`src/rtl/assert_macros.svh`:
```
// Assertion macros used by the sequencer core.
`ifndef ASSERT_MACROS_SVH
`define ASSERT_MACROS_SVH

// Implication checked on every rising clock edge outside reset.
`define ASSERT_CLKD(label, clk, rst, prop, msg) \
   label: assert property (@(posedge clk) disable iff (rst) prop) else $error(msg);

// Condition that must hold on every rising clock edge outside reset.
`define ASSERT_ALWAYS(label, clk, rst, cond, msg) \
   label: assert property (@(posedge clk) disable iff (rst) (cond)) else $error(msg);

`endif

```
`src/rtl/sles_pkg.sv`:
```
// Types and constants of the status lamp effect sequencer.
`timescale 1ns / 1ps
`default_nettype none

package sles_pkg;

   typedef enum logic [2:0] {
      FX_NONE       = 3'd0,
      FX_FAULT      = 3'd1,
      FX_HEARTBEAT  = 3'd2,
      FX_ATTACHED   = 3'd3,
      FX_REMOVED    = 3'd4,
      FX_BUSY       = 3'd5,
      FX_BUSY_SHORT = 3'd6,
      FX_WELCOME    = 3'd7
   } effect_type;

   typedef enum logic [1:0] {
      CMD_TICK  = 2'd0,
      CMD_START = 2'd1,
      CMD_STOP  = 2'd2
   } cmd_type;

   typedef struct packed {
      logic lamp;
      logic done;
   } step_type;

   localparam int ELAPSED_W = 10;
   localparam int IDLE_W    = 12;
   localparam int MOD_W     = 4;

   localparam logic [ELAPSED_W-1:0] ELAPSED_MAX = 10'd1023;
   localparam logic [IDLE_W-1:0]    IDLE_MAX    = 12'd4095;
   localparam logic [IDLE_W-1:0]    IDLE_THRESHOLD_RESET = 12'd2940;
   localparam logic [MOD_W-1:0]     IDLE_MOD_LAST = 4'd9;

   localparam logic [ELAPSED_W-1:0] HB_END         = 10'd50;
   localparam logic [ELAPSED_W-1:0] ATT_OFF        = 10'd100;
   localparam logic [ELAPSED_W-1:0] ATT_ON         = 10'd250;
   localparam logic [ELAPSED_W-1:0] ATT_END        = 10'd750;
   localparam logic [ELAPSED_W-1:0] REM_OFF        = 10'd500;
   localparam logic [ELAPSED_W-1:0] REM_ON         = 10'd650;
   localparam logic [ELAPSED_W-1:0] REM_END        = 10'd750;
   localparam logic [ELAPSED_W-1:0] WEL_OFF        = 10'd200;
   localparam logic [ELAPSED_W-1:0] WEL_ON         = 10'd300;
   localparam logic [ELAPSED_W-1:0] WEL_END        = 10'd500;
   localparam logic [ELAPSED_W-1:0] BUSY_END       = 10'd400;
   localparam logic [ELAPSED_W-1:0] BUSY_SHORT_END = 10'd200;
   localparam logic [ELAPSED_W-1:0] BUSY_PERIOD    = 10'd100;
   localparam logic [ELAPSED_W-1:0] BUSY_DARK      = 10'd20;

endpackage

`default_nettype wire

```
`src/rtl/status_led_effect_sequencer_core.sv`:
```
// Status lamp effect sequencer: input stage, state update and result register.
//
//  channel | dir | handshake            | payload
//  req     | in  | req_tvalid/tready    | req_tdata : cmd[1:0], effect_code[4:2]
//  rsp     | out | rsp_tvalid/tready    | rsp_tdata : lamp[0], current_effect[3:1]
//  csr     | in  | csr_wen              | csr_wdata : idle_threshold[11:0]
//
// One item per cycle sustained while rsp_tready is high; an item taken into the input
// stage reaches the result register via the lamp, effect, elapsed and idle update.
// Synchronous active-high reset clears the stages and all state, threshold to 2940.
// A stalled result holds in the result register while the input stage keeps its item.
`timescale 1ns / 1ps
`default_nettype none
`include "assert_macros.svh"

module status_led_effect_sequencer_core (
   input  wire logic        clock,
   input  wire logic        reset,
   input  wire logic        req_tvalid,
   output logic             req_tready,
   input  wire logic [7:0]  req_tdata,   // cmd[1:0], effect_code[4:2]
   output logic             rsp_tvalid,
   input  wire logic        rsp_tready,
   output logic [7:0]       rsp_tdata,   // lamp[0], current_effect[3:1]
   input  wire logic        csr_wen,
   input  wire logic [11:0] csr_wdata
);

   logic                                 in_valid_ff;
   logic [1:0]                           in_cmd_ff;
   logic [2:0]                           in_code_ff;
   logic                                 out_valid_ff;
   logic                                 out_lamp_ff;
   sles_pkg::effect_type                 out_effect_ff;

   logic [sles_pkg::IDLE_W-1:0]          thr_ff;
   logic                                 lamp_ff, lamp_in;
   sles_pkg::effect_type                 act_ff, act_in;
   logic [sles_pkg::ELAPSED_W-1:0]       el_ff, el_in;
   logic [sles_pkg::IDLE_W-1:0]          idle_ff, idle_in;
   logic [sles_pkg::MOD_W-1:0]           mod_ff, mod_in;

   logic                                 out_free;
   logic                                 advance;
   sles_pkg::step_type                   step;
   sles_pkg::effect_type                 code;

   function automatic sles_pkg::step_type four_step(
      input logic [sles_pkg::ELAPSED_W-1:0] t,
      input logic [sles_pkg::ELAPSED_W-1:0] off1,
      input logic [sles_pkg::ELAPSED_W-1:0] on2,
      input logic [sles_pkg::ELAPSED_W-1:0] stop_at,
      input logic                           lamp
   );
      sles_pkg::step_type s;
      s.lamp = lamp;
      s.done = 1'b0;
      if (t == '0) begin
         s.lamp = 1'b1;
      end else if (t == off1) begin
         s.lamp = 1'b0;
      end else if (t == on2) begin
         s.lamp = 1'b1;
      end else if (t == stop_at) begin
         s.done = 1'b1;
      end
      return s;
   endfunction

   function automatic sles_pkg::step_type busy_step(
      input logic [sles_pkg::ELAPSED_W-1:0] t,
      input logic [sles_pkg::ELAPSED_W-1:0] stop_at,
      input logic                           lamp
   );
      sles_pkg::step_type s;
      logic [sles_pkg::ELAPSED_W-1:0] p;
      p = sles_pkg::BUSY_PERIOD;
      s.lamp = lamp;
      s.done = 1'b0;
      // below the end point t stays under four periods
      if (t >= stop_at) begin
         s.done = 1'b1;
      end else if (t == '0 || t == p || t == 10'(2 * p) || t == 10'(3 * p)) begin
         s.lamp = 1'b1;
      end else if (t == sles_pkg::BUSY_DARK || t == 10'(sles_pkg::BUSY_DARK + p)
                   || t == 10'(sles_pkg::BUSY_DARK + 2 * p)
                   || t == 10'(sles_pkg::BUSY_DARK + 3 * p)) begin
         s.lamp = 1'b0;
      end
      return s;
   endfunction

   assign out_free   = !out_valid_ff || rsp_tready;
   assign advance    = in_valid_ff && out_free;
   assign req_tready = !in_valid_ff || out_free;
   assign code       = sles_pkg::effect_type'(in_code_ff);

   always_comb begin
      lamp_in = lamp_ff;
      act_in  = act_ff;
      el_in   = el_ff;
      idle_in = idle_ff;
      mod_in  = mod_ff;
      step    = '{lamp: lamp_ff, done: 1'b0};
      case (sles_pkg::cmd_type'(in_cmd_ff))
         sles_pkg::CMD_TICK: begin
            if (act_in == sles_pkg::FX_NONE) begin
               if (idle_in != sles_pkg::IDLE_MAX) begin
                  idle_in = idle_in + 12'd1;
                  mod_in  = (mod_in == sles_pkg::IDLE_MOD_LAST) ? '0 : mod_in + 4'd1;
               end
               if (idle_in > thr_ff && mod_in == '0) begin
                  act_in = sles_pkg::FX_HEARTBEAT;
                  el_in  = '0;
               end
            end
            if (act_in != sles_pkg::FX_NONE) begin
               idle_in = '0;
               mod_in  = '0;
               case (act_in)
                  sles_pkg::FX_HEARTBEAT: begin
                     if (el_in == '0) begin
                        step.lamp = 1'b1;
                     end else if (el_in == sles_pkg::HB_END) begin
                        step.done = 1'b1;
                     end
                  end
                  sles_pkg::FX_ATTACHED: begin
                     step = four_step(el_in, sles_pkg::ATT_OFF, sles_pkg::ATT_ON,
                                      sles_pkg::ATT_END, lamp_in);
                  end
                  sles_pkg::FX_REMOVED: begin
                     step = four_step(el_in, sles_pkg::REM_OFF, sles_pkg::REM_ON,
                                      sles_pkg::REM_END, lamp_in);
                  end
                  sles_pkg::FX_WELCOME: begin
                     step = four_step(el_in, sles_pkg::WEL_OFF, sles_pkg::WEL_ON,
                                      sles_pkg::WEL_END, lamp_in);
                  end
                  sles_pkg::FX_BUSY: begin
                     step = busy_step(el_in, sles_pkg::BUSY_END, lamp_in);
                  end
                  sles_pkg::FX_BUSY_SHORT: begin
                     step = busy_step(el_in, sles_pkg::BUSY_SHORT_END, lamp_in);
                  end
                  default: begin
                     step = '{lamp: lamp_in, done: 1'b0};
                  end
               endcase
               lamp_in = step.lamp;
               if (step.done) begin
                  lamp_in = 1'b0;
                  act_in  = sles_pkg::FX_NONE;
               end
               if (el_in != sles_pkg::ELAPSED_MAX) begin
                  el_in = el_in + 10'd1;
               end
            end
         end
         sles_pkg::CMD_START: begin
            if (code == sles_pkg::FX_FAULT) begin
               lamp_in = 1'b1;
            end
            if (!((code == sles_pkg::FX_BUSY && act_ff == sles_pkg::FX_BUSY_SHORT) ||
                  (code == sles_pkg::FX_BUSY_SHORT && act_ff == sles_pkg::FX_BUSY))) begin
               act_in = code;
               el_in  = '0;
            end
         end
         sles_pkg::CMD_STOP: begin
            if (act_ff == code) begin
               lamp_in = 1'b0;
               act_in  = sles_pkg::FX_NONE;
               idle_in = '0;
               mod_in  = '0;
            end
         end
         default: begin
            lamp_in = lamp_ff;
         end
      endcase
   end

   always_ff @(posedge clock) begin
      if (reset) begin
         in_valid_ff  <= 1'b0;
         out_valid_ff <= 1'b0;
         thr_ff       <= sles_pkg::IDLE_THRESHOLD_RESET;
         lamp_ff      <= 1'b0;
         act_ff       <= sles_pkg::FX_NONE;
         el_ff        <= '0;
         idle_ff      <= '0;
         mod_ff       <= '0;
      end else begin
         if (csr_wen) begin
            thr_ff <= csr_wdata;
         end
         if (req_tready) begin
            in_valid_ff <= req_tvalid;
         end
         if (advance) begin
            lamp_ff <= lamp_in;
            act_ff  <= act_in;
            el_ff   <= el_in;
            idle_ff <= idle_in;
            mod_ff  <= mod_in;
         end
         if (out_free) begin
            out_valid_ff <= in_valid_ff;
         end
      end
   end

   always_ff @(posedge clock) begin
      if (req_tvalid && req_tready) begin
         in_cmd_ff  <= req_tdata[1:0];
         in_code_ff <= req_tdata[4:2];
      end
      if (advance) begin
         out_lamp_ff   <= lamp_in;
         out_effect_ff <= act_in;
      end
   end

   assign rsp_tvalid = out_valid_ff;
   assign rsp_tdata  = {4'd0, out_effect_ff, out_lamp_ff};

   `ASSERT_ALWAYS(a_mod_range, clock, reset, mod_ff <= sles_pkg::IDLE_MOD_LAST,
                  "idle residue out of range")
   `ASSERT_CLKD(a_hb_window, clock, reset,
                act_ff == sles_pkg::FX_HEARTBEAT |-> el_ff <= sles_pkg::HB_END,
                "heartbeat ran past its end point")
   `ASSERT_CLKD(a_in_hold, clock, reset, in_valid_ff && !out_free |=> in_valid_ff,
                "input stage dropped a stalled item")
   `ASSERT_CLKD(a_adv_result, clock, reset, advance |=> out_valid_ff,
                "result register missed an advancing item")

endmodule

`default_nettype wire
```
`config.mk`:
```
export PLATFORM = sky130hd
export DESIGN_NAME = status_led_effect_sequencer_core
export DESIGN_NICKNAME = d
export VERILOG_FILES = /design/src/rtl/sles_pkg.sv /design/src/rtl/status_led_effect_sequencer_core.sv
export VERILOG_INCLUDE_DIRS = /design/src /design/src/rtl
export SDC_FILE = /design/constraint.sdc
export NUM_CORES = 1
export LEC_CHECK = 0
export ABC_AREA = 0
export BUFFER_PORTS_ARGS = -buffer_cell sky130_fd_sc_hd__buf_2
export CAP_MARGIN = 10
export CORE_MARGIN = 2
export CORE_UTILIZATION = 54
export DETAILED_ROUTE_END_ITERATION = 16
export PLACE_DENSITY = 0.76
export SLEW_MARGIN = 40
export SYNTH_ARGS = -nofsm -noshare
export SYNTH_HDL_FRONTEND = slang
export SYNTH_SLANG_ARGS = --single-unit
```
`constraint.sdc`:
```
create_clock -name clock -period 4.2 [get_ports clock]
set_input_delay 0.63 -clock clock [delete_from_list [all_inputs] [get_ports clock]]
set_output_delay 0.63 -clock clock [all_outputs]
set_load 0.005 [all_outputs]
```
==> results.rst <==
.. list-table::
   :header-rows: 1

   * - Metric
     - Value
   * - Outcome
     - complete, but fails checks
   * - Violations in the final reports
     - negative setup slack
   * - Top post-synthesis cells by area
     - sky130_fd_sc_hd__dfxtp_1 23%, sky130_fd_sc_hd__edfxtp_1 7.1%, sky130_fd_sc_hd__a21oi_1 5.4%
   * - Via/cell ratio
     - around 6.1
   * - Final min period
     - around 4.2 ns
   * - Period utilisation layout
     - 100.8%
   * - Number of cell rows
     - 30
   * - HPWL after detailed placement
     - slightly below 7000 um
   * - Final #Nets
     - 585
   * - Standard cell core area
     - about 6800 um^2
   * - # port buffers
     - 27
   * - Routed WL per cell
     - 16.16 um
   * - Slew headroom
     - about 50%
   * - Worst skew pair latency
     - roughly 0.32 ns
   * - Distinct cell type count of the synthesized netlist
     - just over 70
   * - Power, Total
     - 0.001047 W
   * - Number of endpoints failing setup at the final stage
     - 4
   * - Cell chosen for the clock root
     - sky130_fd_sc_hd__clkbuf_8
   * - Unrepaired setup endpoints after global routing
     - yes
   * - Register area share after synthesis
     - a little under a third
   * - Highest net fanout along the worst path
     - 8
   * - Maximum number of pins on one net before global-route repair
     - 37
   * - Category of the critical setup timing path
     - flop to flop
   * - Remaining number of nets flagged by the antenna check after routing
     - 0
   * - Post-synthesis instance area
     - approximately 3800 um^2
   * - Floorplan die height
     - a little under 90 um
   * - Most numerous cell in the Yosys netlist
     - sky130_fd_sc_hd__nand2_1
   * - Number of vias after detailed routing
     - 3911
   * - Synth area leader
     - sky130_fd_sc_hd__dfxtp_1
   * - Commonest cells post-synth
     - 49 x sky130_fd_sc_hd__nand2_1, 46 x sky130_fd_sc_hd__nor2_1, 44 x sky130_fd_sc_hd__dfxtp_1
   * - Classification of the worst-slack hold path
     - input pin to flop
   * - Synth-to-layout area growth
     - 25.21%
   * - Endpoints failing hold
     - 0
   * - Req. time, crit path
     - 4.39 ns
   * - Post-synth top area share
     - between 20% and 30%
   * - Clock Skews
     - 0.01229 ns
   * - Yosys reg bits
     - 53
   * - Antenna violations before repair
     - 0
   * - CTS tree
     - done
   * - EDFF count, synth
     - 9
   * - Worst EP arrival
     - 4.42 ns
   * - Antenna diodes
     - 0
   * - Global route total overflow
     - 0
   * - Sort of element at the start of the critical path
     - flop
   * - Global-route usage over all layers
     - approximately a quarter
   * - Worst IR drop on VDD
     - 0.0001663 V
   * - # Max-Cap Violations
     - 0
   * - Utilization after layout
     - between 60% and 70%
   * - Avg Synthesized Cell Area
     - slightly below 8 um^2
   * - Share of async-settable or async-resettable flops after synthesis
     - 0%
   * - Summed negative setup slack over all endpoints
     - -0.09561 ns
   * - Leak
     - between 1.5 and 2 nW
   * - Fraction of final layout cells with drive strength greater than 1
     - slightly above 30%
   * - Number of warnings issued by yosys
     - 0
   * - Number of iterations in the first detailed-routing pass
     - 5
   * - Bufs on Longest Clock Path
     - 2
   * - Power density over the cells
     - around 220 nW/um^2
   * - Number of slew-limit violations in the final report
     - 0
   * - Overall die area
     - between 7000 and 8000 um^2
   * - Total number of clock tree sinks
     - 53
   * - Peak Freq
     - around 0.24 GHz
   * - Clock buffers created by TritonCTS
     - 5
   * - Reg clk slew, reported paths
     - approximately 0.10 ns
   * - Floorplan die width
     - between 80 and 90 um
   * - Global-route wire length before repair
     - approximately 16000 um
   * - Cts-stage hold buffer count
     - 0
   * - Most frequently used flop master after synthesis
     - sky130_fd_sc_hd__dfxtp_1
   * - I/O pin count
     - 35
   * - Vias in the first global route
     - about 3600
   * - Number of levels in the clock H-tree
     - 2
   * - Starting density of the core
     - between 50% and 60%
   * - Endpoint type of the worst setup path
     - flop
   * - Worst slack at placement
     - -0.1221 ns
   * - Transition time of the tightest slew-check pin
     - 0.7393 ns
   * - DRC
     - 0
   * - Minimum setup slack in the final design
     - -0.03224 ns
   * - Routability congestion estimate
     - 0.9013
   * - Routed WL
     - between 10000 and 15000 um
   * - Detailed Route Iter0 Violations
     - 327
   * - Synthesized instance count
     - just under 500
-- cells in the final DEF, fill, tap and decap left out, drive strengths merged, types with 3 or more instances in the layout --
| cell | instances |
|---|---|
| o211ai | 9 |
| and2 | 3 |
| xnor2 | 9 |
| nor2b | 9 |
| nand2 | 50 |
| buf | 86 |
| or4 | 3 |
| nor2 | 46 |
| nand4 | 8 |
| and2b | 3 |
| o311ai | 3 |
| conb | 4 |
| dfxtp | 44 |
| o21ai | 26 |
| a21oi | 41 |
| o22ai | 3 |
| edfxtp | 9 |
| a22oi | 12 |
| nand3 | 27 |
| a21o | 4 |
| clkbuf | 6 |
| nor3b | 4 |
| a31oi | 9 |
| mux2i | 6 |
| inv | 22 |
| or3 | 6 |
| o2111ai | 3 |
| nand2b | 5 |
| and4 | 6 |
| nor4 | 6 |
| or2 | 4 |
| ha | 16 |
| and3 | 9 |
| nor3 | 17 |
-- power by group --
| group | internal [W] | leakage [nW] | switching (W) |
|---|---|---|---|
| combinational | 0.0000539 | 1.48 | 0.0000817 |
| sequential | 0.000530 | 0.451 | 0.0000182 |
| clock | 0.000180 | 0.0558 | 0.000182 |
| total | 0.000764 | 1.99 | 0.000282 |
-- cells by family (layout without fill, tap and decap cells) --
family	Yosys count	after routing	synth area share, %
adders and majority gates	16	16	5.280
DFF	53	53	30.36
xor gates and xnor gates	11	11	2.541
buffers and inverters	54	115	7.690
muxes	8	8	2.178
other	1	4	0.09891
and+or+nand+nor	213	213	29.67
AOI/OAI and AO/OA	125	125	22.18
-- sequential cells by signal, summed over array words and instances, names as in the netlist --
name	count
idle_ff	12
thr_ff	12
el_ff	10
mod_ff	4
act_ff	3
code	3
out_effect_ff	3
in_cmd_ff	2
in_valid_ff	1
lamp_ff	1
out_lamp_ff	1
rsp_tvalid	1
-- final timing paths --
check	from	end	slack, ns	cells past startpoint
setup / recovery	idle_ff[1]	act_ff[2]	-0.03	20
hold / removal	req_tdata[1]	in_cmd_ff[1]	0.48	1
setup reg to reg	idle_ff[1]	act_ff[2]	-0.03	20
hold reg to reg	thr_ff[5]	thr_ff[5]	0.50	2
-- final cells by class --
cell class / instances / area (um^2)
multi-input cells: 377 / 2673
fillers: 514 / 2047
flip-flops and latches: 53 / 1175
repair buffers: 86 / 589.3
well taps: 96 / 120.1
inverters: 21 / 78.83
clock buffers: 6 / 72.57
clock inverters: 2 / 38.79
-- per-stage QoR --
stage	instance area, um^2	cells	hold WS, ns
after floorplan	3831	484	0.4604
after global placement	4178	615	0.4776
after detailed placement	4178	615	0.4869
after CTS	4488	636	0.4741
after global routing	4747	641	0.4704
final	4747	641	0.4776
-- critical path, cell delays in order (launching register included) --
cell and delay (ns):
sky130_fd_sc_hd__dfxtp_4 0.38, sky130_fd_sc_hd__ha_4 0.14, sky130_fd_sc_hd__and4_4 0.21, sky130_fd_sc_hd__and2_4 0.17, sky130_fd_sc_hd__nand3_2 0.07, sky130_fd_sc_hd__mux2_4 0.33, sky130_fd_sc_hd__ha_4 0.28, sky130_fd_sc_hd__nand4_1 0.08
sky130_fd_sc_hd__buf_6 0.15, sky130_fd_sc_hd__nor4_4 0.35, sky130_fd_sc_hd__nor3_2 0.09, sky130_fd_sc_hd__nand2_2 0.12, sky130_fd_sc_hd__and2_4 0.17, sky130_fd_sc_hd__ha_4 0.12, sky130_fd_sc_hd__and3_4 0.17, sky130_fd_sc_hd__nand3_2 0.08
sky130_fd_sc_hd__or4_4 0.45, sky130_fd_sc_hd__o221ai_4 0.17, sky130_fd_sc_hd__a31oi_4 0.17, sky130_fd_sc_hd__o311ai_1 0.28, sky130_fd_sc_hd__o41ai_1 0.11
-- routing by layer --
| metal | part of all wire [%] | global-route usage [%] |
|---|---|---|
| met5 | 0 | 0 |
| met4 | 2.2 | 8.531 |
| met3 | 4.4 | 3.205 |
| met2 | 52 | 46.69 |
| met1 | 41 | 31.34 |
-- repair_timing --
| item | CTS | global route |
|---|---|---|
| pin swaps | 18 | 33 |
| gates resized for setup | 22 | 51 |
| endpoints found under the hold margin | 0 | 0 |
| setup endpoints to repair | 15 | 16 |
| buffers inserted | 13 | 5 |
(Power assumes the default switching activity.)
